[src/rtl/ltc_pkg.sv]
// ----------------------------------------------------------------------------
// ltc_pkg: shared types, constants and BCD helpers for the LTC frame builder
// Holds the time-of-day digit struct, item and config types, register codes.
// ----------------------------------------------------------------------------
`default_nettype none

package ltc_pkg;

  localparam logic [15:0] SYNC_WORD   = 16'hBFFC;
  localparam logic [5:0]  FPS_RESET   = 6'd30;
  localparam logic [5:0]  FPS_BIT27   = 6'd30;
  localparam int          POL_BIT_LOW  = 27;
  localparam int          POL_BIT_HIGH = 59;
  localparam int          CFG_AW      = 3;
  localparam int          CFG_DW      = 32;

  typedef enum logic {
    ACT_TICK = 1'b0,
    ACT_LOAD = 1'b1
  } action_t;

  // Register select, taken from paddr[2]
  typedef enum logic {
    REG_FPS  = 1'b0,
    REG_USER = 1'b1
  } reg_sel_t;

  typedef struct packed {
    logic [1:0] hour_tens;
    logic [3:0] hour_units;
    logic [2:0] min_tens;
    logic [3:0] min_units;
    logic [2:0] sec_tens;
    logic [3:0] sec_units;
    logic [2:0] frame_tens;
    logic [3:0] frame_units;
  } time_t;

  typedef struct packed {
    logic       action;
    logic [4:0] load_hours;
    logic [5:0] load_minutes;
    logic [5:0] load_seconds;
    logic [5:0] load_frame;
  } in_item_t;

  typedef struct packed {
    logic [5:0]  fps;
    logic [31:0] user_bits;
  } cfg_t;

  // Binary 0..63 to BCD {tens[2:0], units[3:0]}
  function automatic logic [6:0] bin_to_bcd(input logic [5:0] v);
    logic [2:0] t;
    logic [5:0] r;
    if (v >= 6'd60) begin
      t = 3'd6; r = v - 6'd60;
    end else if (v >= 6'd50) begin
      t = 3'd5; r = v - 6'd50;
    end else if (v >= 6'd40) begin
      t = 3'd4; r = v - 6'd40;
    end else if (v >= 6'd30) begin
      t = 3'd3; r = v - 6'd30;
    end else if (v >= 6'd20) begin
      t = 3'd2; r = v - 6'd20;
    end else if (v >= 6'd10) begin
      t = 3'd1; r = v - 6'd10;
    end else begin
      t = 3'd0; r = v;
    end
    return {t, r[3:0]};
  endfunction

  function automatic logic [5:0] mod60(input logic [5:0] v);
    return (v >= 6'd60) ? v - 6'd60 : v;
  endfunction

  function automatic logic [4:0] mod24(input logic [4:0] v);
    return (v >= 5'd24) ? v - 5'd24 : v;
  endfunction

  // Step a valid BCD pair by one
  function automatic logic [6:0] bcd_inc(input logic [2:0] t, input logic [3:0] u);
    return (u == 4'd9) ? {t + 3'd1, 4'd0} : {t, u + 4'd1};
  endfunction

endpackage

`default_nettype wire

[src/rtl/ltc_if.sv]
// ----------------------------------------------------------------------------
// ltc_if: valid/ready channels for load/tick words and LTC frame words
// Source drives valid and payload, sink drives ready.
// ----------------------------------------------------------------------------
`default_nettype none

interface ltc_in_if;
  logic       valid;
  logic       ready;
  logic       action;
  logic [4:0] load_hours;
  logic [5:0] load_minutes;
  logic [5:0] load_seconds;
  logic [5:0] load_frame;

  modport source (output valid, action, load_hours, load_minutes, load_seconds,
                  load_frame, input ready);
  modport sink   (input valid, action, load_hours, load_minutes, load_seconds,
                  load_frame, output ready);
endinterface

interface ltc_out_if;
  logic        valid;
  logic        ready;
  logic [63:0] frame_data;
  logic [15:0] sync_word;
  logic        day_wrap;

  modport source (output valid, frame_data, sync_word, day_wrap, input ready);
  modport sink   (input valid, frame_data, sync_word, day_wrap, output ready);
endinterface

`default_nettype wire

[src/rtl/ltc_cfg.sv]
// ----------------------------------------------------------------------------
// ltc_cfg: APB register file (frames per second, user bits)
// Writes complete in the access phase; pready is tied high.
// ----------------------------------------------------------------------------
`default_nettype none

module ltc_cfg
  import ltc_pkg::*;
(
  input  wire logic              clk,
  input  wire logic              rst_n,
  input  wire logic              cfg_psel,
  input  wire logic              cfg_penable,
  input  wire logic              cfg_pwrite,
  input  wire logic [CFG_AW-1:0] cfg_paddr,
  input  wire logic [CFG_DW-1:0] cfg_pwdata,
  output logic      [CFG_DW-1:0] cfg_prdata,
  output logic                   cfg_pready,
  output cfg_t                   cfg
);

  logic [5:0]  fps_r;
  logic [31:0] user_r;
  logic        wr_en;
  reg_sel_t    sel;

  assign sel        = reg_sel_t'(cfg_paddr[2]);
  assign wr_en      = cfg_psel && cfg_penable && cfg_pwrite;
  assign cfg_pready = 1'b1;

  always_ff @(posedge clk) begin
    if (!rst_n) begin
      fps_r  <= FPS_RESET;
      user_r <= '0;
    end else if (wr_en) begin
      unique case (sel)
        REG_FPS:  fps_r  <= cfg_pwdata[5:0];
        REG_USER: user_r <= cfg_pwdata;
        default:  ;
      endcase
    end
  end

  // Unaligned reads return zero
  always_comb begin
    cfg_prdata = '0;
    if (cfg_paddr[1:0] == 2'd0) begin
      unique case (sel)
        REG_FPS:  cfg_prdata = {{(CFG_DW-6){1'b0}}, fps_r};
        REG_USER: cfg_prdata = user_r;
        default:  cfg_prdata = '0;
      endcase
    end
  end

  assign cfg.fps       = fps_r;
  assign cfg.user_bits = user_r;

endmodule

`default_nettype wire

[src/rtl/ltc_time.sv]
// ----------------------------------------------------------------------------
// ltc_time: BCD time-of-day register with preset and frame advance
// Updates once per consumed word; exposes the advanced time for packing.
// ----------------------------------------------------------------------------
`default_nettype none

module ltc_time
  import ltc_pkg::*;
(
  input  wire logic clk,
  input  wire logic rst_n,
  input  wire logic go,
  input  wire in_item_t item,
  input  wire logic [5:0] fps,
  output time_t     adv_time,
  output logic      adv_wrap
);

  time_t      time_r;
  time_t      time_nxt;
  time_t      load_time;
  logic [6:0] f_bin;
  logic       f_carry;
  logic       s_carry;
  logic       m_carry;
  logic       h_carry;
  logic [6:0] f_inc;
  logic [6:0] s_inc;
  logic [6:0] m_inc;

  assign f_bin   = 7'(time_r.frame_tens) * 7'd10 + 7'(time_r.frame_units) + 7'd1;
  assign f_carry = !(f_bin < {1'b0, fps});
  assign s_carry = (time_r.sec_tens == 3'd5) && (time_r.sec_units == 4'd9);
  assign m_carry = (time_r.min_tens == 3'd5) && (time_r.min_units == 4'd9);
  assign h_carry = (time_r.hour_tens == 2'd2) && (time_r.hour_units == 4'd3);
  assign f_inc   = bcd_inc(time_r.frame_tens, time_r.frame_units);
  assign s_inc   = bcd_inc(time_r.sec_tens, time_r.sec_units);
  assign m_inc   = bcd_inc(time_r.min_tens, time_r.min_units);

  // Ripple the carry frame -> seconds -> minutes -> hours
  always_comb begin
    adv_time = time_r;
    adv_wrap = 1'b0;
    if (!f_carry) begin
      {adv_time.frame_tens, adv_time.frame_units} = f_inc;
    end else begin
      {adv_time.frame_tens, adv_time.frame_units} = '0;
      if (!s_carry) begin
        {adv_time.sec_tens, adv_time.sec_units} = s_inc;
      end else begin
        {adv_time.sec_tens, adv_time.sec_units} = '0;
        if (!m_carry) begin
          {adv_time.min_tens, adv_time.min_units} = m_inc;
        end else begin
          {adv_time.min_tens, adv_time.min_units} = '0;
          if (h_carry) begin
            {adv_time.hour_tens, adv_time.hour_units} = '0;
            adv_wrap = 1'b1;
          end else if (time_r.hour_units == 4'd9) begin
            adv_time.hour_tens  = time_r.hour_tens + 2'd1;
            adv_time.hour_units = 4'd0;
          end else begin
            adv_time.hour_units = time_r.hour_units + 4'd1;
          end
        end
      end
    end
  end

  always_comb begin
    logic [6:0] hb;
    hb = bin_to_bcd({1'b0, mod24(item.load_hours)});
    load_time.hour_tens  = hb[5:4];
    load_time.hour_units = hb[3:0];
    {load_time.min_tens, load_time.min_units}     = bin_to_bcd(mod60(item.load_minutes));
    {load_time.sec_tens, load_time.sec_units}     = bin_to_bcd(mod60(item.load_seconds));
    {load_time.frame_tens, load_time.frame_units} = bin_to_bcd(item.load_frame);
  end

  assign time_nxt = (item.action == ACT_LOAD) ? load_time : adv_time;

  always_ff @(posedge clk) begin
    if (!rst_n) begin
      time_r <= '0;
    end else if (go) begin
      time_r <= time_nxt;
    end
  end

endmodule

`default_nettype wire

[src/rtl/ltc_pack.sv]
// ----------------------------------------------------------------------------
// ltc_pack: assemble LTC bits 0..63 and apply the polarity bit
// Digit nibbles low, user nibbles high, one byte per digit.
// ----------------------------------------------------------------------------
`default_nettype none

module ltc_pack
  import ltc_pkg::*;
(
  input  wire time_t         tm,
  input  wire cfg_t          cfg,
  output logic        [63:0] frame_data
);

  logic [7:0][3:0] digits;
  logic [63:0]     raw;
  logic            pol;

  assign digits[0] = tm.frame_units;
  assign digits[1] = {1'b0, tm.frame_tens};
  assign digits[2] = tm.sec_units;
  assign digits[3] = {1'b0, tm.sec_tens};
  assign digits[4] = tm.min_units;
  assign digits[5] = {1'b0, tm.min_tens};
  assign digits[6] = tm.hour_units;
  assign digits[7] = {2'b00, tm.hour_tens};

  always_comb begin
    for (int i = 0; i < 8; i++) begin
      raw[8*i +: 8] = {cfg.user_bits[4*i +: 4], digits[i]};
    end
  end

  // Set the polarity bit when the raw parity is even
  assign pol = ~(^raw);

  always_comb begin
    frame_data = raw;
    if (pol) begin
      if (cfg.fps == FPS_BIT27) begin
        frame_data[POL_BIT_LOW] = 1'b1;
      end else begin
        frame_data[POL_BIT_HIGH] = 1'b1;
      end
    end
  end

endmodule

`default_nettype wire

[src/rtl/ltc_timecode_frame_builder_top.sv]
// ----------------------------------------------------------------------------
// ltc_timecode_frame_builder_top: BCD timecode counter and LTC frame builder
// Load words preset the time; tick words advance it and emit one frame word.
// ----------------------------------------------------------------------------
// Throughput is one word per clock cycle while the output side does not stall:
// each input word lands in an input register, and the time advance, carry
// ripple, byte packing and parity are one short combinational pass from there
// into the result register. A tick word goes from the input register into
// the result register; a load word updates the time and produces no result.
// The input register keeps accepting while a result waits in the output
// register; when the output side stalls and a tick sits in the input
// register, the stall reaches in_ch.ready in the same cycle. Registers:
// frames_per_second at byte 0 (reset 30, also selects polarity bit 27 at
// 30 fps, else bit 59) and user_bits at byte 4 (nibble i lands in the high
// nibble of byte i). Change them only while the block is idle.
`default_nettype none

module ltc_timecode_frame_builder_top
  import ltc_pkg::*;
(
  input  wire logic              clk,
  input  wire logic              rst_n,
  ltc_in_if.sink                 in_ch,
  ltc_out_if.source              out_ch,
  input  wire logic              cfg_psel,
  input  wire logic              cfg_penable,
  input  wire logic              cfg_pwrite,
  input  wire logic [CFG_AW-1:0] cfg_paddr,
  input  wire logic [CFG_DW-1:0] cfg_pwdata,
  output logic      [CFG_DW-1:0] cfg_prdata,
  output logic                   cfg_pready
);

  cfg_t        cfg;
  in_item_t    item_r;
  logic        s1_valid_r;
  logic        s1_valid_nxt;
  logic        s1_tick;
  logic        s1_go;
  logic        out_free;
  logic        in_ready;
  logic        in_fire;
  time_t       adv_time;
  logic        adv_wrap;
  logic [63:0] frame_data_nxt;
  logic        out_valid_r;
  logic        out_valid_nxt;
  logic [63:0] frame_data_r;
  logic        day_wrap_r;

  ltc_cfg u_cfg (
    .clk         (clk),
    .rst_n       (rst_n),
    .cfg_psel    (cfg_psel),
    .cfg_penable (cfg_penable),
    .cfg_pwrite  (cfg_pwrite),
    .cfg_paddr   (cfg_paddr),
    .cfg_pwdata  (cfg_pwdata),
    .cfg_prdata  (cfg_prdata),
    .cfg_pready  (cfg_pready),
    .cfg         (cfg)
  );

  // Input stage: hold one word; release a load at once, a tick when its result has a place
  assign s1_tick  = s1_valid_r && (item_r.action == ACT_TICK);
  assign out_free = !out_valid_r || out_ch.ready;
  assign s1_go    = s1_valid_r && ((item_r.action == ACT_LOAD) || out_free);
  assign in_ready = !s1_valid_r || s1_go;
  assign in_fire  = in_ch.valid && in_ready;
  assign in_ch.ready = in_ready;

  assign s1_valid_nxt = in_fire ? 1'b1 : (s1_go ? 1'b0 : s1_valid_r);

  always_ff @(posedge clk) begin
    if (!rst_n) begin
      s1_valid_r <= 1'b0;
    end else begin
      s1_valid_r <= s1_valid_nxt;
    end
  end

  always_ff @(posedge clk) begin
    if (in_fire) begin
      item_r.action       <= in_ch.action;
      item_r.load_hours   <= in_ch.load_hours;
      item_r.load_minutes <= in_ch.load_minutes;
      item_r.load_seconds <= in_ch.load_seconds;
      item_r.load_frame   <= in_ch.load_frame;
    end
  end

  ltc_time u_time (
    .clk      (clk),
    .rst_n    (rst_n),
    .go       (s1_go),
    .item     (item_r),
    .fps      (cfg.fps),
    .adv_time (adv_time),
    .adv_wrap (adv_wrap)
  );

  ltc_pack u_pack (
    .tm         (adv_time),
    .cfg        (cfg),
    .frame_data (frame_data_nxt)
  );

  // Result register: load on a released tick, drop when taken
  assign out_valid_nxt = (s1_go && s1_tick) ? 1'b1 :
                         (out_ch.ready ? 1'b0 : out_valid_r);

  always_ff @(posedge clk) begin
    if (!rst_n) begin
      out_valid_r <= 1'b0;
    end else begin
      out_valid_r <= out_valid_nxt;
    end
  end

  always_ff @(posedge clk) begin
    if (s1_go && s1_tick) begin
      frame_data_r <= frame_data_nxt;
      day_wrap_r   <= adv_wrap;
    end
  end

  assign out_ch.valid      = out_valid_r;
  assign out_ch.frame_data = frame_data_r;
  assign out_ch.sync_word  = SYNC_WORD;
  assign out_ch.day_wrap   = day_wrap_r;

`ifndef SYNTHESIS
  // A released tick always shows up as a result next cycle
  a_tick_to_out: assert property (@(posedge clk) disable iff (!rst_n)
    (s1_go && s1_tick) |=> out_valid_r)
    else $error("released tick word did not reach the result register");

  // Polarity bit makes every emitted frame odd over bits 0..63
  a_odd_parity: assert property (@(posedge clk) disable iff (!rst_n)
    out_valid_r |-> (^frame_data_r))
    else $error("frame word has even parity");

  // A day wrap leaves every time digit at zero
  a_wrap_zero: assert property (@(posedge clk) disable iff (!rst_n)
    (out_valid_r && day_wrap_r) |->
      (frame_data_r[3:0] == 4'd0 && frame_data_r[11:8] == 4'd0 &&
       frame_data_r[19:16] == 4'd0 && frame_data_r[26:24] == 3'd0 &&
       frame_data_r[35:32] == 4'd0 && frame_data_r[43:40] == 4'd0 &&
       frame_data_r[51:48] == 4'd0 && frame_data_r[58:56] == 3'd0))
    else $error("day wrap with nonzero time digits");

  // A load word never produces a result
  a_load_silent: assert property (@(posedge clk) disable iff (!rst_n)
    (s1_go && !s1_tick && !out_valid_r) |=> !out_valid_r)
    else $error("load word produced a result");
`endif

endmodule

`default_nettype wire
[src/flat_wrapper.sv]
// flat-port wrapper written by rule: the top's interface ports become plain ports
module ltc_timecode_frame_builder_top_flat import ltc_pkg::*;
  (clk, rst_n, cfg_psel, cfg_penable, cfg_pwrite, cfg_paddr, cfg_pwdata, cfg_prdata, cfg_pready, in_ch_valid, in_ch_action, in_ch_load_hours, in_ch_load_minutes, in_ch_load_seconds, in_ch_load_frame, in_ch_ready, out_ch_valid, out_ch_frame_data, out_ch_sync_word, out_ch_day_wrap, out_ch_ready);
  ltc_in_if in_ch_i ();
  ltc_out_if out_ch_i ();
  input  wire logic clk;
  input  wire logic rst_n;
  input  wire logic cfg_psel;
  input  wire logic cfg_penable;
  input  wire logic cfg_pwrite;
  input  wire logic [CFG_AW-1:0] cfg_paddr;
  input  wire logic [CFG_DW-1:0] cfg_pwdata;
  output logic      [CFG_DW-1:0] cfg_prdata;
  output logic cfg_pready;
  input wire logic [$bits(in_ch_i.valid)-1:0] in_ch_valid;
  input wire logic [$bits(in_ch_i.action)-1:0] in_ch_action;
  input wire logic [$bits(in_ch_i.load_hours)-1:0] in_ch_load_hours;
  input wire logic [$bits(in_ch_i.load_minutes)-1:0] in_ch_load_minutes;
  input wire logic [$bits(in_ch_i.load_seconds)-1:0] in_ch_load_seconds;
  input wire logic [$bits(in_ch_i.load_frame)-1:0] in_ch_load_frame;
  output wire logic [$bits(in_ch_i.ready)-1:0] in_ch_ready;
  output wire logic [$bits(out_ch_i.valid)-1:0] out_ch_valid;
  output wire logic [$bits(out_ch_i.frame_data)-1:0] out_ch_frame_data;
  output wire logic [$bits(out_ch_i.sync_word)-1:0] out_ch_sync_word;
  output wire logic [$bits(out_ch_i.day_wrap)-1:0] out_ch_day_wrap;
  input wire logic [$bits(out_ch_i.ready)-1:0] out_ch_ready;
  assign in_ch_i.valid = in_ch_valid;
  assign in_ch_i.action = in_ch_action;
  assign in_ch_i.load_hours = in_ch_load_hours;
  assign in_ch_i.load_minutes = in_ch_load_minutes;
  assign in_ch_i.load_seconds = in_ch_load_seconds;
  assign in_ch_i.load_frame = in_ch_load_frame;
  assign in_ch_ready = in_ch_i.ready;
  assign out_ch_valid = out_ch_i.valid;
  assign out_ch_frame_data = out_ch_i.frame_data;
  assign out_ch_sync_word = out_ch_i.sync_word;
  assign out_ch_day_wrap = out_ch_i.day_wrap;
  assign out_ch_i.ready = out_ch_ready;
  ltc_timecode_frame_builder_top u_core (.clk(clk), .rst_n(rst_n), .in_ch(in_ch_i), .out_ch(out_ch_i), .cfg_psel(cfg_psel), .cfg_penable(cfg_penable), .cfg_pwrite(cfg_pwrite), .cfg_paddr(cfg_paddr), .cfg_pwdata(cfg_pwdata), .cfg_prdata(cfg_prdata), .cfg_pready(cfg_pready));
endmodule
[config.mk]
export PLATFORM = sky130hd
export DESIGN_NAME = ltc_timecode_frame_builder_top_flat
export DESIGN_NICKNAME = d
export VERILOG_FILES = /design/src/rtl/ltc_pkg.sv /design/src/rtl/ltc_if.sv /design/src/rtl/ltc_cfg.sv /design/src/rtl/ltc_time.sv /design/src/rtl/ltc_pack.sv /design/src/rtl/ltc_timecode_frame_builder_top.sv /design/src/flat_wrapper.sv
export SDC_FILE = /design/constraint.sdc
export NUM_CORES = 1
export LEC_CHECK = 0
export ABC_CLOCK_PERIOD_IN_PS = 7400
export BUFFER_PORTS_ARGS = -buffer_cell sky130_fd_sc_hd__buf_2
export CELL_PAD_IN_SITES_DETAIL_PLACEMENT = 1
export CELL_PAD_IN_SITES_GLOBAL_PLACEMENT = 2
export CORE_MARGIN = 2
export CORE_UTILIZATION = 37
export DETAILED_ROUTE_END_ITERATION = 12
export PLACE_DENSITY = 0.95
export SYNTH_ARGS = -nofsm -noshare
export SYNTH_HDL_FRONTEND = slang
export SYNTH_SLANG_ARGS = --single-unit
export TNS_END_PERCENT = 100
[constraint.sdc]
create_clock -name clk -period 7.4 [get_ports clk]
set_input_delay 0.37 -clock clk [delete_from_list [all_inputs] [get_ports clk]]
set_output_delay 0.37 -clock clk [all_outputs]
set_load 0.03 [all_outputs]
==> flow_summary.json, run 1 <==
{
  "worstPathMaxFanout": 11,
  "synth_edf_count": 86,
  "drv_slew": 0,
  "synth_common_cells": "135 x nand2_1, 86 x edfxtp_1, 67 x dfxtp_1, 64 x nor2_1, 62 x xnor2_1",
  "root_buffer": "clkbuf_16",
  "synth_top_cell_by_area": "edfxtp_1",
  "yosysUniqueCellTypes": 69,
  "cp_top_family": "XOR/XNOR gates",
  "cp-startpoint": "u_core.u_time.time_r[4]$_SDFFE_PN0P_",
  "reg2reg_from": "u_core.u_time.time_r[4]$_SDFFE_PN0P_",
  "end_kind": "flip-flop",
  "hp-start": "in_ch_load_seconds[1]",
  "rrSetupSlack_ps": 2910,
  "arrival_ps": 4780,
  "start_util": 0.374,
  "insertion_delay_ps": 430,
  "ys_warn_count": 0,
  "grt_first_pass_wirelength_um": 38200,
  "post_cts_buffers": 0,
  "avgRoutedWirePerCell_um": 16.6,
  "numCtsBuffers": 17,
  "critPathRequiredTime_ps": 7690,
  "die_y_um": 160,
  "r2r_cells": 15,
  "cts_hold_buf": 0,
  "core_sq_um": 24200,
  "layout-drive-gt1-share": 0.201,
  "gp_congestion": 0.857,
  "clk_path_buf_depth": 2,
  "power_density_nw_per_um2": 216,
  "slew-limit-headroom": 0.247,
  "clk_pin_slew_ps": 70,
  "cts_resized": 0,
  "path_cells": "ha_1, ha_1, nor2b_1, o21ai_0, xnor2_1, ha_1, nand3_1, o2111a_1, nor2_2, mux2i_1, xnor2_1, xnor2_1, xnor2_1, xnor3_1, nor2b_1",
  "worst_path_most_repeated_cell": "xnor2_1",
  "path_class": "flip-flop to flip-flop",
  "hp-class": "input port to flip-flop",
  "start_kind": "flip-flop",
  "synthMostInstantiatedCell": "nand2_1",
  "area_delta_synth_final_pct": 18.7,
  "max_freq_ghz": 0.223,
  "place_ws_ps": 2940,
  "die_w_um": 160,
  "die-area_sq_um": 25700,
  "tritoncts": "built",
  "fin_setup_tns_ps": 0,
  "layout_setup_ws_ps": 2910,
  "worstSetupEndpoint": "u_core.out_ch.frame_data[27]$_SDFFCE_PP0P_",
  "grt_max_degree": 68,
  "grt_usage": 0.185,
  "drv_cap": 0,
  "placedCellCount": 1398,
  "synth_top_area_frac": 0.286,
  "routed_wl_um": 23800,
  "hold_viol_final": 0,
  "leakage_nw": 4.39,
  "path_buf_inv": 0,
  "syn_inst": 945,
  "netlist_area_sq_um": 9040,
  "critical-path-max-stage-delay_ps": 510,
  "dpl_cell_area_sq_um": 10100,
  "instances_no_fill": 1431,
  "setup_violations": 0,
  "ios": 182,
  "fin_skew_ps": 10.1,
  "async_flop_share": 0,
  "drt_iter0_markers": 379,
  "synth-main-ff-cell": "edfxtp_1",
  "avgSynthCellArea_sq_um": 9.56,
  "rows": 57,
  "firstDrtPassIters": 7,
  "cp_slowest_cell": "dfxtp_1",
  "ir_worst_vdd_mv": 0.151,
  "cts_max_level": 4,
  "ys_ff_latch": 153,
  "status": "completed",
  "layout.nets": 1213,
  "routed_via_density": 5.12,
  "netlist_top_cells_area": "edfxtp_1 29%, dfxtp_1 15%, ha_1 7.3%",
  "overflow": 0,
  "worst_pin_slew_ps": 1130,
  "postLayoutCellArea_sq_um": 10700,
  "whs_ps": 112,
  "synth-seq-area-share": 0.434,
  "ant_nets": 0,
  "clock-sinks": 153,
  "timing.rr.end": "u_core.out_ch.frame_data[27]$_SDFFCE_PP0P_",
  "worst-path-stages": 15,
  "period_minus_slack_ps": 4490,
  "antenna_found_initial": 0,
  "finalCritPeriodShare": 0.607,
  "grt_pass1_vias": 7261,
  "io_buffers": 161,
  "rsz0062_at_grt": "false",
  "route.detailed.drc": 0,
  "dp_hpwl_um": 17100,
  "num_vias": 7333
}
## power breakdown
part | leakage (nW) | internal (W) | total, W | switching [W]
clock | 0.307 | 0.000546 | 0.000950 | 0.000403
combinational | 2.75 | 0.000162 | 0.000389 | 0.000227
sequential | 1.34 | 0.000937 | 0.000974 | 0.0000373
total | 4.39 | 0.00165 | 0.00231 | 0.000667
## worst reg2reg max path, cell delays in order, from the launching register on
cell,delay [ps]
dfxtp_1,510
ha_1,300
ha_1,340
nor2b_1,160
o21ai_0,190
xnor2_1,100
ha_1,300
nand3_1,100
o2111a_1,430
nor2_2,390
mux2i_1,410
xnor2_1,230
xnor2_1,170
xnor2_1,150
xnor3_1,460
nor2b_1,130
## cells in the final DEF, fill, tap and decap left out, types with 10 or more instances in the layout
| master | count |
|---|---|
| a31oi_1 | 10 |
| conb_1 | 20 |
| nand3_1 | 18 |
| ha_1 | 53 |
| a21o_1 | 10 |
| nand2_1 | 135 |
| edfxtp_1 | 86 |
| xor2_1 | 11 |
| buf_2 | 161 |
| nor2_1 | 62 |
| mux2i_1 | 16 |
| o21ai_0 | 39 |
| nor3_1 | 10 |
| and2_1 | 32 |
| clkbuf_16 | 17 |
| o31ai_1 | 11 |
| a21oi_1 | 27 |
| nor2b_1 | 24 |
| dfxtp_1 | 67 |
| o211ai_1 | 11 |
| a21boi_0 | 45 |
| xnor2_1 | 62 |
| nand4_1 | 11 |
| inv_1 | 37 |
## worst min-delay path by stage
stage,to,slack (ps),cells after the start
after floorplan,u_core.out_ch.frame_data[60]$_DFFE_PP_,460,0
after global placement,u_core.out_ch.frame_data[28]$_DFFE_PP_,480,0
after detailed placement,u_core.out_ch.frame_data[28]$_DFFE_PP_,490,0
after CTS,u_core.item_r[15]$_DFFE_PP_,100,1
after global routing,u_core.item_r[23]$_DFFE_PP_,100,1
final,u_core.item_r[7]$_DFFE_PP_,110,1
## stage by stage
step,total power [W],utilization
3_3_place_gp,0.00137,0.418
4_1_cts,0.00234,0.444
5_1_grt,0.00241,0.444
2_1_floorplan,0.00128,-
6_report,0.00231,0.444
3_5_place_dp,0.00138,0.418
## final cells by class
cell class	instances	area [sq um]
inverter	37	139
clock inverter	15	204
sequential	153	3920
fill	2803	13400
tap	324	405
antenna	1	2.50
multi-input combinational	714	4760
clock buffer	17	425
timing repair buffer	170	873
## state kept, by name (all words and copies together), names as in the netlist
name,count
u_core.item_r,24
u_core.out_ch.day_wrap,1
u_core.out_ch.frame_data,61
u_core.out_ch.valid,1
u_core.s1_valid_r,1
u_core.u_cfg.fps_r,6
u_core.u_cfg.user_r,32
u_core.u_time.time_r,27
## layer usage
| layer | part of all wire | global-route usage | wire length, um | vias up |
|---|---|---|---|---|
| met2 | 0.47 | 0.314 | 11300 | 200 |
| met5 | 0 | 0 | 0 | - |
| met1 | 0.47 | 0.245 | 11100 | 3510 |
| met3 | 0.050 | 0.0335 | 1190 | 21 |
| li1 | - | - | - | 3602 |
| met4 | 0.011 | 0.0475 | 261 | 0 |
## logic make-up (layout without fill, tap and decap cells)
| kind of cell | count (synthesis) | after routing | share of synthesized area |
|---|---|---|---|
| buffers and inverters | 96 | 239 | 0.0485 |
| XOR/XNOR | 76 | 76 | 0.0775 |
| AND/OR/NAND/NOR | 334 | 334 | 0.178 |
| adder cells (fa/ha/maj) | 54 | 54 | 0.0756 |
| flip-flops | 153 | 153 | 0.434 |
| AO/OA/AOI/OAI | 208 | 208 | 0.160 |
| other | 2 | 21 | 0.000831 |
| multiplexers | 22 | 22 | 0.0256 |
(Power assumes the default switching activity.)
==> run 2: changes to the inputs <==
--- a/config.mk
+++ b/config.mk
@@ -5,14 +5,15 @@
 export SDC_FILE = /design/constraint.sdc
 export NUM_CORES = 1
 export LEC_CHECK = 0
-export ABC_CLOCK_PERIOD_IN_PS = 7400
+export ABC_AREA = 1
+export ABC_CLOCK_PERIOD_IN_PS = 4700
 export BUFFER_PORTS_ARGS = -buffer_cell sky130_fd_sc_hd__buf_2
 export CELL_PAD_IN_SITES_DETAIL_PLACEMENT = 1
 export CELL_PAD_IN_SITES_GLOBAL_PLACEMENT = 2
 export CORE_MARGIN = 2
-export CORE_UTILIZATION = 37
+export CORE_UTILIZATION = 32
 export DETAILED_ROUTE_END_ITERATION = 12
-export PLACE_DENSITY = 0.95
+export PLACE_DENSITY = 0.92
 export SYNTH_ARGS = -nofsm -noshare
 export SYNTH_HDL_FRONTEND = slang
 export SYNTH_SLANG_ARGS = --single-unit
==> constraint.sdc (replaced) <==
create_clock -name clk -period 4.7 [get_ports clk]
set_input_delay 0.235 -clock clk [delete_from_list [all_inputs] [get_ports clk]]
set_output_delay 0.235 -clock clk [all_outputs]
set_load 0.03 [all_outputs]
==> run 2 against run 1 <==
Critical path depth rose by 9. Area after synthesis is 7.0% higher. Non-clock buffer count grew 23. Sequential share of layout area is 2.7 points lower. Clock power is 52% higher. Register-to-register slack got worse by 2400 ps. Sequential cell count did not move. Clock skew grew 2.4 ps. Fmax rose by 6.8%. Critical path type unchanged.
==> flow_summary.json, run 2 <==
{
  "synth-simple-area-share": 0.266,
  "async_flop_share": 0,
  "synth-xor-area-share": 0.0389,
  "num_vias": 9182,
  "path_class": "flip-flop to flip-flop",
  "ir_worst_vdd_mv": 0.254,
  "synth-adder-area-share": 0.0707,
  "finalCritPeriodShare": 0.895,
  "tritoncts": "built",
  "fin_setup_tns_ps": 0,
  "core_sq_um": 29700,
  "io_buffers": 161,
  "grt_usage": 0.187,
  "rows": 63,
  "synth-seq-area-share": 0.406,
  "routed_via_density": 4.96,
  "start_kind": "flip-flop",
  "yosysUniqueCellTypes": 49,
  "worst_pin_slew_ps": 1150,
  "ios": 182,
  "firstDrtPassIters": 4,
  "largest_reg_flops": 61,
  "fin_skew_ps": 12.5,
  "ys_warn_count": 0,
  "syn_inst": 1279,
  "arrival_ps": 4400,
  "overflow": 0,
  "avgSynthCellArea_sq_um": 7.56,
  "die_w_um": 178,
  "dpl_cell_area_sq_um": 10800,
  "whs_ps": 15.4,
  "routed_wl_um": 29400,
  "rsz0062_at_grt": "false",
  "netlist_top_cells_area": "edfxtp_1 27%, dfxtp_1 14%, nand2_1 12%",
  "start_util": 0.325,
  "power_density_nw_per_um2": 317,
  "place_ws_ps": 491,
  "final_common_cell": "nand2_1",
  "n_fill_cell": 3677,
  "synth_top_family_by_area": "simple AND/OR/NAND/NOR gates",
  "gp_congestion": 0.871,
  "final_cell_mix": "320 x nand2_1, 161 x buf_2, 144 x nor2_1, 142 x inv_1, 105 x nand3_1",
  "layout.nets": 1569,
  "numCtsBuffers": 17,
  "hold_viol_final": 0,
  "cts_max_level": 4,
  "synth_compound_area_frac": 0.122,
  "grt_first_pass_wirelength_um": 46600,
  "synth_edf_count": 86,
  "drv_slew": 0,
  "route.detailed.drc": 0,
  "avgRoutedWirePerCell_um": 15.9,
  "netlist_area_sq_um": 9670,
  "yosys-mux-area-fraction": 0.00116,
  "synthMostInstantiatedCell": "nand2_1",
  "antenna_found_initial": 1,
  "clk_path_buf_depth": 2,
  "hp-class": "input port to flip-flop",
  "critPathRequiredTime_ps": 4890,
  "drt_iter0_markers": 433,
  "clk_pin_slew_ps": 70,
  "worstPathMaxFanout": 24,
  "synth_common_cells": "320 x nand2_1, 145 x nor2_1, 143 x inv_1, 105 x nand3_1, 86 x edfxtp_1",
  "period_minus_slack_ps": 4210,
  "ys_ff_latch": 153,
  "die_y_um": 178,
  "end_kind": "flip-flop",
  "whs_path_depth": 3,
  "layout-drive-gt1-share": 0.166,
  "synth_top_area_frac": 0.267,
  "root_buffer": "clkbuf_16",
  "cts_resized": 0,
  "grt_pass1_vias": 9260,
  "setup_violations": 0,
  "ant_nets": 0,
  "layout_setup_ws_ps": 492,
  "synth_top_cell_by_area": "edfxtp_1",
  "status": "completed",
  "dp_hpwl_um": 21900,
  "die-area_sq_um": 31600,
  "slew-limit-headroom": 0.232,
  "leakage_nw": 5.47,
  "insertion_delay_ps": 440,
  "clock-sinks": 153,
  "drv_cap": 0,
  "max_freq_ghz": 0.238,
  "area_delta_synth_final_pct": 20.0,
  "r2r_cells": 24,
  "synth-main-ff-cell": "edfxtp_1",
  "grt_max_degree": 40,
  "postLayoutCellArea_sq_um": 11600
}
## run 2: changes by cell type after synthesis, moves of 10 or more
cell | before | now
a21boi_0 | 45 | 2
a21o_1 | 10 | 0
a21oi_1 | 27 | 56
and2_1 | 32 | 0
inv_1 | 37 | 143
mux2i_1 | 16 | 0
nand2_1 | 135 | 320
nand3_1 | 18 | 105
nor2_1 | 64 | 145
nor2b_1 | 24 | 0
o21ai_0 | 39 | 65
xnor2_1 | 62 | 20
xor2_1 | 11 | 23
## run 2: area by class of cell
type                    instances  area [sq um]  share of cell area
flip-flops and latches        153          3920               0.338
repair buffers                193          1110              0.0954
clock inverters                15           176              0.0152
inverters                     153           576              0.0496
clock buffers                  17           425              0.0367
diodes                          1          2.50            0.000216
multi-input cells             931          4900               0.423
well taps                     390           488              0.0421
## run 2: per-layer routing
layer,share of wire,vias to the layer above,GRT usage
met5,0,-,0
met4,0.028,0,0.0755
met3,0.029,52,0.0298
met2,0.51,143,0.331
met1,0.43,4478,0.226
li1,-,4509,-
## run 2: final timing paths
| kind | start | to | slack, ps |
|---|---|---|---|
| setup / recovery | u_core.u_time.time_r[4]$_SDFFE_PN0P_ | u_core.out_ch.frame_data[59]$_SDFFCE_PP0P_ | 490 |
| hold reg to reg | u_core.u_cfg.fps_r[0]$_SDFFE_PN0P_ | u_core.u_cfg.fps_r[0]$_SDFFE_PN0P_ | 500 |
| setup reg to reg | u_core.u_time.time_r[4]$_SDFFE_PN0P_ | u_core.out_ch.frame_data[59]$_SDFFCE_PP0P_ | 490 |
| hold / removal | cfg_pwdata[7] | u_core.u_cfg.user_r[7]$_SDFFE_PN0P_ | 20 |
## run 2: kinds of logic (layout without fill, tap and decap cells)
logic type	Yosys count	after routing
buffers and inverters	213	378
multiplexers	1	1
adder cells (fa/ha/maj)	54	54
flip-flops	153	153
AO/OA/AOI/OAI	200	200
XOR/XNOR	43	43
AND/OR/NAND/NOR	613	613
other	2	21
## run 2: stage by stage
stage	power [W]	util	std cells
floorplan	0.00206	-	1297
global placement	0.00223	0.362	1796
detailed placement	0.00225	0.362	1796
CTS	0.00371	0.390	1852
global route	0.00386	0.390	1852
finish	0.00367	0.390	1853
## run 2: power by group
group / internal (W) / leakage (nW) / switching [W]
clock network: 0.000804 / 0.295 / 0.000632
registers: 0.00148 / 1.34 / 0.0000559
logic: 0.000234 / 3.84 / 0.000472
total: 0.00251 / 5.47 / 0.00116
## run 2: what timing repair did
action / in CTS / in global routing
hold endpoints to repair: 24 / 0
hold buffers: 24 / 0
setup endpoints to repair: 0 / 0
setup buffers: 0 / 0
## run 2: critical path, stage by stage (launching register included)
cell and delay (ps):
dfxtp_1 470, ha_1 290, ha_1 350, nand2_1 90, nand2_1 60, a31oi_1 160, xor2_1 160, inv_1 60
ha_1 290, and3_1 200, a21oi_4 200, buf_4 300, nand3_1 130, nand2_2 140, clkinv_1 150, nand2_1 110
nand3_1 80, nand2_1 140, nor2_1 70, nor2_2 130, nand3_1 80, nand2_1 100, nand3_1 80, nand2_1 80
nor2_1 50
